<file path="src/hdl/gta_pkg.sv">
// Shared types and constants for the greedy tile assignment block.
`timescale 1ns / 1ps

package gta_pkg;

   // Sizes of the fields and of the used-tile store
   localparam int TILE_COUNT  = 2048;
   localparam int TILE_BITS   = $clog2(TILE_COUNT);
   localparam int SLOT_BITS   = 11;
   localparam int ORIENT_BITS = 3;
   localparam int SCORE_BITS  = 20;

   // Used-tile marks are run tags; tag zero means never marked
   localparam int EPOCH_BITS = 4;
   localparam logic [EPOCH_BITS-1:0] EPOCH_CLEAR = '0;
   localparam logic [EPOCH_BITS-1:0] EPOCH_FIRST = EPOCH_BITS'(1);
   localparam logic [EPOCH_BITS-1:0] EPOCH_LAST  = '1;

   // Mode register codes
   localparam logic MODE_PLAIN  = 1'b0;
   localparam logic MODE_GREEDY = 1'b1;

   typedef struct packed {
      logic                   new_run;
      logic [SLOT_BITS-1:0]   target_index;
      logic [TILE_BITS-1:0]   tile;
      logic [ORIENT_BITS-1:0] orientation;
      logic [SCORE_BITS-1:0]  score;
      logic                   last_in_row;
   } req_type;

   typedef struct packed {
      logic [SLOT_BITS-1:0]   slot;
      logic [TILE_BITS-1:0]   chosen_tile;
      logic [ORIENT_BITS-1:0] chosen_orientation;
      logic [SCORE_BITS-1:0]  best_score;
   } rsp_type;

   // Controller to datapath
   typedef struct packed {
      logic capture;
      logic sweep;
      logic commit;
   } cmd_type;

   // Datapath to controller
   typedef struct packed {
      logic sweep_done;
      logic wrap_needed;
      logic commit_ok;
   } sts_type;

   typedef enum logic [2:0] {
      ST_SWEEP = 3'b001,
      ST_IDLE  = 3'b010,
      ST_EVAL  = 3'b100
   } state_type;

endpackage

</file>
<file path="src/hdl/gta_ctrl.sv">
// Controller: sequences tag sweeps, request capture and commit.
`timescale 1ns / 1ps

module gta_ctrl (
   input  logic             clock,
   input  logic             reset,
   input  logic             req_valid,
   output logic             req_ready,
   input  gta_pkg::sts_type sts,
   output gta_pkg::cmd_type cmd
);
   import gta_pkg::*;

   state_type state_ff, state_in;
   logic      resume_ff, resume_in;

   // Next state and commands
   always_comb begin
      state_in  = state_ff;
      resume_in = resume_ff;
      cmd       = '0;
      req_ready = 1'b0;
      case (state_ff)
         ST_SWEEP: begin
            cmd.sweep = 1'b1;
            if (sts.sweep_done) begin
               state_in  = resume_ff ? ST_EVAL : ST_IDLE;
               resume_in = 1'b0;
            end
         end
         ST_IDLE: begin
            req_ready = 1'b1;
            if (req_valid) begin
               cmd.capture = 1'b1;
               state_in    = ST_EVAL;
            end
         end
         ST_EVAL: begin
            // tag space exhausted: wipe the store, then finish this request
            if (sts.wrap_needed) begin
               state_in  = ST_SWEEP;
               resume_in = 1'b1;
            end else if (sts.commit_ok) begin
               cmd.commit = 1'b1;
               state_in   = ST_IDLE;
            end
         end
         default: begin
            state_in  = ST_SWEEP;
            resume_in = 1'b0;
         end
      endcase
   end

   // State registers; reset starts with a full clearing sweep
   always_ff @(posedge clock) begin
      if (reset) begin
         state_ff  <= ST_SWEEP;
         resume_ff <= 1'b0;
      end else begin
         state_ff  <= state_in;
         resume_ff <= resume_in;
      end
   end

   a_capture_to_eval: assert property (@(posedge clock) disable iff (reset)
      cmd.capture |=> state_ff == ST_EVAL)
      else $error("capture did not lead to evaluation");

   a_commit_to_idle: assert property (@(posedge clock) disable iff (reset)
      cmd.commit |=> state_ff == ST_IDLE)
      else $error("commit did not return to idle");

endmodule

</file>
<file path="config.mk">
export PLATFORM = sky130hd
export DESIGN_NAME = gta_ctrl
export DESIGN_NICKNAME = d
export VERILOG_FILES = /design/src/hdl/gta_pkg.sv /design/src/hdl/gta_ctrl.sv
export SDC_FILE = /design/constraint.sdc
export NUM_CORES = 1
export LEC_CHECK = 0
export BUFFER_PORTS_ARGS = -buffer_cell sky130_fd_sc_hd__buf_2
export CAP_MARGIN = 10
export CORE_AREA = 10 10 47 49
export DETAILED_ROUTE_END_ITERATION = 10
export DIE_AREA = 0 0 57 59
export PLACE_DENSITY_LB_ADDON = 0.15
export SYNTH_ARGS = -nofsm -noshare
export SYNTH_HDL_FRONTEND = slang
export SYNTH_SLANG_ARGS = --single-unit
export TNS_END_PERCENT = 10
</file>
<file path="constraint.sdc">
create_clock -name clock -period 1.65 [get_ports clock]
set_clock_uncertainty 0.2 [all_clocks]
set_input_delay 0.165 -clock clock [delete_from_list [all_inputs] [get_ports clock]]
set_output_delay 0.165 -clock clock [all_outputs]
set_load 0.05 [all_outputs]
</file>
* Word level (Yosys, flattened, before mapping)
Index checks and enable logic that the tools add are counted.
Storage, ports and cells: bits in registers 4, bits of input ports 6, output and inout bits 4, logic and storage cells 28
Operators by class: equal/unequal tests 7, multiplexer cells 16, bitwise gates (word level) 1, reductions and logical operators 2
Operators with widths (count):
- 3-bit 2-to-1 mux | 5
- 1-bit 2-to-1 mux | 9
- 3-bit one-hot mux with 3 select lines | 1
- 2-bit inequality test, second input constant | 3
- 3-bit AND reduction | 2
- 3-bit by 1-bit == test with 1-bit output, second input constant | 1
- 3-bit by 2-bit == test with 1-bit output, second input constant | 1
- 3-bit == test, second input constant | 1
- 3-bit inequality test, second input constant | 1
- 1-bit one-hot mux with 3 select lines | 1
- 1-bit inverter | 1

* Logic depth before layout (Yosys ltp)
Gate-level depths: netlist of the first run.
word-level depth 3, depth in mapped cells 4, mapped depth without buffers 3

* Worst setup path before layout of the first run
Ideal clock, no wire load.
kind reg2out, start reg state_ff[0], end out cmd[2] (netlist name), data arrival time 2.305 ns, required time 1.285 ns, path slack -1.020 ns, cell stages (with the launch flop) 4, buffers on the path 1, cell sequence dfxtp_1 > buf_4 > nor3b_1 > and2_1
RTL lines:
- start, declared | RTL line gta_ctrl.sv:14 | state_type state_ff, state_in;
- start signal, assigned | RTL line gta_ctrl.sv:61 | state_ff <= state_in;
- end, declared | RTL line gta_ctrl.sv:10 | output gta_pkg::cmd_type cmd

==> results.py, run 1 <==
metrics = {
    "status": {
        "status": "finished, violations left",
        "violations": "negative setup slack",
    },
    "floorplanning": {
        "rows": 14,
        "num_io_pins": 10,
        "core_mm2": 0.00140,
        "die_height_um": 59,
        "dieArea_mm2": 0.00336,
        "dieWidth_um": 57,
        "initial_core_util": 0.223,
    },
    "timing": {
        "hold_viol": 0,
        "rsz0062_at_grt": "yes",
        "setup_violations": 1,
        "final_max_slew_viol_count": 0,
        "setup_slack_ps": -46.0,
        "min_period_ps": 1700,
        "worst_pin_slew_ps": 342,
        "fmax_mhz": 590,
        "slew_headroom": 0.771,
        "fin_crit_sh": 1.03,
        "hold_ws_ps": 40.1,
    },
    "setup_path": {
        "crit_path_start_kind": "flip-flop",
        "worstPathArrival_ps": 1330,
        "worstSetupPathType": "reg2out",
        "critPathMaxFanout": 3,
        "worst_setup_path_end_kind": "output pin",
        "required_ps": 1280,
    },
    "global_route": {
        "grt_antenna_before_repair": 0,
        "gr-total-overflow": 0,
        "grt_pass1_vias": 347,
        "grt_max_degree": 10,
        "grt_pass1_wl_mm": 1.50,
        "grt.total_usage": 0.0566,
    },
    "pwr": {
        "power.switching_uw": 116,
        "vdd_drop_max_v": 0.000329,
        "p_clk_frac": 0.321,
        "leakage_uw": 0.000204,
        "powerDensity_mw_per_mm2": 768,
        "finalPower_uw": 366,
        "swShare": 0.316,
        "intPower_uw": 251,
        "p_comb_frac": 0.379,
        "power_frac_seq": 0.300,
    },
    "synth": {
        "synth_ff_type": "dfxtp_1",
        "synth_edf_count": 0,
        "ys_top_cells_by_count": "dfxtp_1 (4), inv_1 (4), nor3b_1 (3)",
        "ys_seq_elements": 4,
        "yosysWarnings": 0,
        "synth_area_leader_cell": "dfxtp_1",
        "netlist_area_um2": 313,
        "netlist.area_leader.share": 0.256,
        "ys_seq_area_frac": 0.256,
        "synthesis.nets": 39,
        "synth_area_per_cell_um2": 9.48,
        "ys_types": 22,
        "netlist_instances": 33,
        "synth-async-reset-ratio": 0,
        "yosys-top-cells-area": "dfxtp_1 (26%), or4b_4 (8.8%), buf_6 (7.2%)",
    },
    "placed_design": {
        "post-place-ws_ps": 85.8,
        "hpwl_um": 712,
        "gp_congestion": 0.817,
        "port-buffer-count": 9,
    },
    "clock_network": {
        "cts_sinks": 4,
        "worst_skew_pair.late_latency_ps": 230,
        "root_buffer": "clkbuf_4",
        "cts_buffers": 3,
        "cts_max_path_buffers": 2,
        "cts.clk_slew.worst_paths_ps": 30,
        "ctsHtreeMaxLevel": 1,
        "tritoncts": "yes",
    },
    "route": {
        "dr.pass1.iters": 2,
        "vias": 312,
        "wirelength_um": 844,
        "first_iter_violations": 2,
        "vias_per_cell": 4.88,
        "drc": 0,
        "drt-wirelength-per-cell_um": 13.2,
        "ant_nets": 0,
    },
    "flow_run": {
        "maxCapViolCount": 0,
    },
    "final_layout": {
        "utilization": 0.340,
        "final_nets": 56,
        "drive_gt1_frac": 0.604,
        "antenna_cells": 0,
        "area_growth_pct": 52.4,
    },
    "hold_path": {
        "hold_path_class": "in2reg",
    },
}
per-stage QoR:
step	cells	TNS, ps	area (um2)
5_1_grt	64	-177	477
4_1_cts	64	-59.9	464
2_1_floorplan	33	-294	338
3_3_place_gp	58	0	395
6_report	64	-46.0	477
3_5_place_dp	58	0	395
flip-flops by register name, summed over array words and instances (netlist names):
name / flops
resume_ff: 1
state_ff: 3
critical path, cell delays in order, from the launching register on:
cell,delay [ps]
dfxtp_2,320
or4b_4,530
nor2_4,110
buf_8,150
power groups by stage:
stage | clock (uW) | sequential (uW) | combinational [uW]
after floorplan | 0 | 108 | 101
after global placement | 0 | 109 | 124
after detailed placement | 0 | 110 | 124
after CTS | 125 | 110 | 131
after global routing | 133 | 110 | 149
final | 118 | 110 | 139
cell families after synthesis:
| logic type | Yosys count | synth area share |
|---|---|---|
| and+or+nand+nor | 13 | 0.344 |
| AOI/OAI and AO/OA | 9 | 0.256 |
| buffers and inverters | 7 | 0.144 |
| DFF | 4 | 0.256 |
metal layers:
| metal | wire, um | part of all wire | GRT usage | up-vias |
|---|---|---|---|---|
| li1 | - | - | - | 153 |
| met2 | 400 | 0.47 | 0.0806 | 10 |
| met4 | 26 | 0.031 | 0.0705 | 0 |
| met5 | 0 | 0 | 0 | - |
| met1 | 368 | 0.44 | 0.0605 | 147 |
| met3 | 48 | 0.057 | 0.0150 | 2 |
cell type report:
type	instances	area (um2)
inverter	4	15.0
fill	155	925
sequential	4	82.6
multi-input combinational	22	219
timing repair buffer	15	118
clock buffer	3	22.5
tap	16	20.0
final timing paths:
check	depth (start not counted)	slack (ps)	end	from
max	3	-50	cmd[0]	state_ff[0]
min	3	40	state_ff[0]	sts[2]
max reg2reg	4	80	state_ff[1]	state_ff[0]
min reg2reg	2	340	resume_ff	resume_ff
cells in the final DEF (no fill, tap or decap), types with 2 or more instances in the layout:
cell | netlist | routed
or4b_4 | 2 | 2
clkbuf_4 | 0 | 3
nor3_1 | 2 | 2
dfxtp_1 | 4 | 2
nor3b_4 | 0 | 2
buf_2 | 0 | 5
inv_1 | 4 | 4
buf_4 | 1 | 6
dfxtp_2 | 0 | 2
buf_6 | 2 | 2
timing repair:
action | 4_1_cts | 5_1_grt
hold buffers | 1 | 0
pin swaps | 1 | 0
setup endpoints to repair | 4 | 4
buffers inserted | 2 | 0
endpoints found under the hold margin | 3 | 0
resized for setup | 7 | 6
No activity file was read; power rests on OpenSTA's default activity.
==> run 2, diff against run 1 <==
Settings changed: HOLD_SLACK_MARGIN from default to 0.06.
==> results.py, run 2 (same netlist as run 1, synthesis figures left out) <==
metrics = {
    "setup_path": {
        "crit_path_max_incr_delay_ps": 530,
        "critPathMaxFanout": 3,
        "worstPathArrival_ps": 1330,
        "crit_buf_inv": 1,
        "crit_path_start_kind": "flip-flop",
        "required_ps": 1280,
        "path_cells": "or4b_4 > nor2_4 > buf_8",
        "worst_setup_path_end_kind": "output pin",
        "critPathTopFamily": "simple AND/OR/NAND/NOR gates",
        "worstSetupPathType": "reg2out",
        "cp_slowest_cell": "or4b_4",
    },
    "route": {
        "first_iter_violations": 2,
        "vias_per_cell": 4.86,
        "vias": 316,
        "dr.pass1.iters": 2,
        "ant_nets": 0,
        "drt-wirelength-per-cell_um": 13.0,
        "drc": 0,
        "wirelength_um": 846,
    },
    "final_layout": {
        "top_register": "state_ff",
        "final_nets": 57,
        "design_area_um2": 487,
        "drive_gt1_frac": 0.592,
        "antenna_cells": 0,
        "final_cell_count_no_fill": 65,
        "area_growth_pct": 55.6,
        "n_fill_cell": 155,
        "reg_top3": "state_ff (3), resume_ff (1)",
        "final_common_cell": "buf_4",
        "largest_reg_flops": 3,
        "final_cell_mix": "buf_4 (6), buf_2 (5), inv_1 (4)",
    },
    "pwr": {
        "leakage_uw": 0.000208,
        "vdd_drop_max_v": 0.000330,
        "power.switching_uw": 116,
        "powerDensity_mw_per_mm2": 756,
        "swShare": 0.315,
        "p_comb_frac": 0.382,
        "intPower_uw": 252,
        "power_frac_seq": 0.298,
        "p_clk_frac": 0.319,
    },
    "placed_design": {
        "port-buffer-count": 9,
        "gp_congestion": 0.817,
        "dp.cells": 58,
        "place_area_um2": 395,
        "hpwl_um": 712,
    },
    "clock_network": {
        "tritoncts": "yes",
        "cts_buffers": 3,
        "cts_max_path_buffers": 2,
        "root_buffer": "clkbuf_4",
        "ctsHtreeMaxLevel": 1,
        "worst_skew_pair.late_latency_ps": 230,
        "cts.clk_slew.worst_paths_ps": 40,
        "cts_sinks": 4,
    },
    "timing": {
        "min_period_ps": 1700,
        "setup_slack_ps": -46.1,
        "setup_violations": 1,
        "hold_viol": 0,
        "final_max_slew_viol_count": 0,
        "fmax_mhz": 590,
        "slew_headroom": 0.771,
        "fin_crit_sh": 1.03,
        "hold_ws_ps": 95.1,
        "worst_pin_slew_ps": 342,
        "rsz0062_at_grt": "yes",
    },
    "global_route": {
        "grt.total_usage": 0.0570,
        "grt_max_degree": 10,
        "grt_pass1_vias": 353,
        "grt_antenna_before_repair": 0,
        "grt_pass1_wl_mm": 1.52,
        "gr-total-overflow": 0,
    },
    "floorplanning": {
        "dieWidth_um": 57,
        "die_height_um": 59,
        "dieArea_mm2": 0.00336,
        "core_mm2": 0.00140,
        "num_io_pins": 10,
        "rows": 14,
        "initial_core_util": 0.223,
    },
    "flow_run": {
        "maxCapViolCount": 0,
    },
    "hold_path": {
        "hold_path_class": "in2reg",
    },
    "status": {
        "status": "finished, violations left",
        "violations": "negative setup slack",
    },
}
run 2: changes by cell type in the layout (fill, tap and decap cells not counted), sizes merged:
| cell | change |
|---|---|
| dlygate4sd3 | +1 |
run 2: what timing repair did:
| item | 4_1_cts | 5_1_grt |
|---|---|---|
| hold endpoints to repair | 3 | 0 |
| pin swaps | 1 | 0 |
| gates resized for setup | 7 | 6 |
| hold buffers | 2 | 0 |
| setup endpoints to repair | 4 | 5 |
| buffers inserted | 2 | 0 |
run 2: through the flow:
step	setup TNS, ps	power (uW)	utilization	worst slack, ps
CTS	-59.9	367	0.338	-56.2
global placement	0	233	0.282	97.0
global route	-187	394	0.347	-95.6
finish	-46.1	368	0.347	-46.1
floorplan	-294	208	-	-101
detailed placement	0	233	0.282	85.8
run 2: final timing paths:
kind / start / endpoint / slack [ps] / cells after the start
min: req_valid / state_ff[2] / 100 / 3
max reg2reg: state_ff[0] / state_ff[1] / 80 / 4
min reg2reg: resume_ff / resume_ff / 340 / 2
max: state_ff[0] / cmd[0] / -50 / 3
run 2: power by group through the flow:
stage | sequential (uW) | combinational [uW] | clock, uW
5_1_grt | 110 | 151 | 133
3_5_place_dp | 110 | 124 | 0
4_1_cts | 110 | 133 | 125
3_3_place_gp | 109 | 124 | 0
6_report | 110 | 141 | 118
2_1_floorplan | 108 | 101 | 0
run 2: layer usage:
layer	vias to the layer above	global-route usage	part of all wire
met4	0	0.0705	0.031
met5	-	0	0
met1	149	0.0617	0.44
met3	2	0.0150	0.057
li1	155	-	-
met2	10	0.0806	0.47
run 2: final cells by class:
type	instances	area [um2]	area share
repair buffers	16	128	0.262
flip-flops and latches	4	82.6	0.170
inverters	4	15.0	0.0308
well taps	16	20.0	0.0411
clock buffers	3	22.5	0.0463
multi-input cells	22	219	0.450
run 2: tightest hold or removal path, stage by stage:
cell	delay, ps
buf_2	90
o41ai_2	60
nor3_1	150
==> run 3, diff against run 2 <==
==> constraint.sdc (replaced) <==
create_clock -name clock -period 1.65 [get_ports clock]
set_clock_uncertainty 0.2 [all_clocks]
set_input_delay 0.2475 -clock clock [delete_from_list [all_inputs] [get_ports clock]]
set_output_delay 0.2475 -clock clock [all_outputs]
set_load 0.05 [all_outputs]
==> results.py, run 3 (same netlist as run 1, synthesis figures left out) <==
metrics = {
    "final_layout": {
        "n_fill_cell": 145,
        "antenna_cells": 0,
        "top_register": "state_ff",
        "final_cell_count_no_fill": 66,
        "final_common_cell": "buf_4",
        "area_growth_pct": 61.2,
        "reg_top3": "state_ff (3), resume_ff (1)",
        "utilization": 0.360,
        "largest_reg_flops": 3,
        "drive_gt1_frac": 0.620,
        "final_nets": 58,
        "multi_input_area_um2": 220,
        "regArea_um2": 82.6,
        "final_cell_mix": "buf_4 (6), buf_2 (5), inv_1 (4)",
    },
    "route": {
        "drc": 0,
        "dr.pass1.iters": 3,
        "vias": 303,
        "vias_per_cell": 4.59,
        "wirelength_um": 841,
        "drt-wirelength-per-cell_um": 12.7,
        "first_iter_violations": 4,
        "ant_nets": 0,
    },
    "flow_run": {
        "maxCapViolCount": 0,
    },
    "timing": {
        "fin_crit_sh": 1.08,
        "fmax_mhz": 561,
        "slew_headroom": 0.787,
        "setup_slack_ps": -134,
        "min_period_ps": 1780,
        "setup_violations": 2,
        "worst_pin_slew_ps": 319,
        "rsz0062_at_grt": "yes",
        "hold_viol": 0,
        "final_max_slew_viol_count": 0,
    },
    "pwr": {
        "intPower_uw": 263,
        "power.switching_uw": 120,
        "leakage_uw": 0.000217,
        "vdd_drop_max_v": 0.000310,
        "powerDensity_mw_per_mm2": 761,
        "p_clk_frac": 0.314,
        "swShare": 0.313,
        "p_comb_frac": 0.398,
        "power_frac_seq": 0.288,
    },
    "status": {
        "status": "finished, violations left",
        "violations": "negative setup slack",
    },
    "floorplanning": {
        "num_io_pins": 10,
        "dieWidth_um": 57,
        "rows": 14,
        "die_height_um": 59,
        "dieArea_mm2": 0.00336,
        "initial_core_util": 0.223,
        "core_mm2": 0.00140,
    },
    "setup_path": {
        "worstSetupPathType": "reg2out",
        "crit_path_start_kind": "flip-flop",
        "worst_setup_path_end_kind": "output pin",
        "critPathMaxFanout": 2,
        "worstPathArrival_ps": 1340,
        "required_ps": 1200,
    },
    "global_route": {
        "grt.total_usage": 0.0513,
        "gr-total-overflow": 0,
        "grt_antenna_before_repair": 0,
        "grt_max_degree": 10,
        "grt_pass1_wl_mm": 1.38,
        "grt_pass1_vias": 310,
    },
    "clock_network": {
        "root_buffer": "clkbuf_4",
        "cts_buffers": 3,
        "tritoncts": "yes",
        "cts_sinks": 4,
        "cts_max_path_buffers": 2,
        "cts_setup_buffers": 0,
        "worst_skew_pair.late_latency_ps": 230,
        "ctsHtreeMaxLevel": 1,
        "cts.clk_slew.worst_paths_ps": 30,
    },
    "placed_design": {
        "dp.cells": 62,
        "port-buffer-count": 9,
        "gp_congestion": 0.786,
        "hpwl_um": 700,
        "post-place-ws_ps": -18.4,
    },
    "hold_path": {
        "hold_path_class": "in2reg",
    },
}
## run 3: cell types whose count changed in the layout (fill, tap and decap cells not counted), sizes merged
cell	delta
dlygate4sd3	-1
buf	+2
## run 3: what timing repair did
item | in CTS | in global routing
hold endpoints to repair | 3 | 0
hold buffers | 1 | 0
gates resized for setup | 11 | 3
endpoints found under the setup margin | 4 | 4
pin swaps | 3 | 1
## run 3: path summary, 6_finish.rpt
check | start | to | slack (ps) | cells past startpoint
worst max-delay path | state_ff[0] | cmd[0] | -130 | 3
worst min-delay path | sts[2] | state_ff[0] | 130 | 3
worst max register to register | state_ff[2] | state_ff[1] | 50 | 4
worst min register to register | resume_ff | resume_ff | 330 | 2
## run 3: metrics by stage
step	area [um2]	setup TNS, ps	hold WS (ps)	total power (uW)
2_1_floorplan	339	-359	125	209
3_3_place_gp	427	0	257	245
3_5_place_dp	427	-18.4	256	244
4_1_cts	490	-245	119	383
5_1_grt	504	-341	147	412
6_report	504	-207	127	384
## run 3: worst max-delay path: stages (launching register included)
cell     delay, ps
dfxtp_2        310
or4b_4         530
nor2_4         110
buf_8          150
## run 3: power groups by stage
stage / registers [uW] / clock network [uW] / logic (uW)
global route: 111 / 137 / 165
finish: 111 / 121 / 153
detailed placement: 110 / 0 / 133
global placement: 110 / 0 / 134
CTS: 111 / 129 / 144
floorplan: 108 / 0 / 101
## run 3: layout make-up
cell class / count / share of cell area
timing repair buffer: 17 / 0.285
sequential: 4 / 0.164
inverter: 4 / 0.0298
clock buffer: 3 / 0.0447
tap: 16 / 0.0397
multi-input combinational: 22 / 0.437
## run 3: metal layers
layer	share of wire	wire, um	GRT usage	up-vias
met2	0.48	404	0.0775	12
met5	0	0	0	-
met4	0	0	0.0101	0
met3	0.080	67	0.0429	0
met1	0.44	368	0.0544	137
li1	-	-	-	154
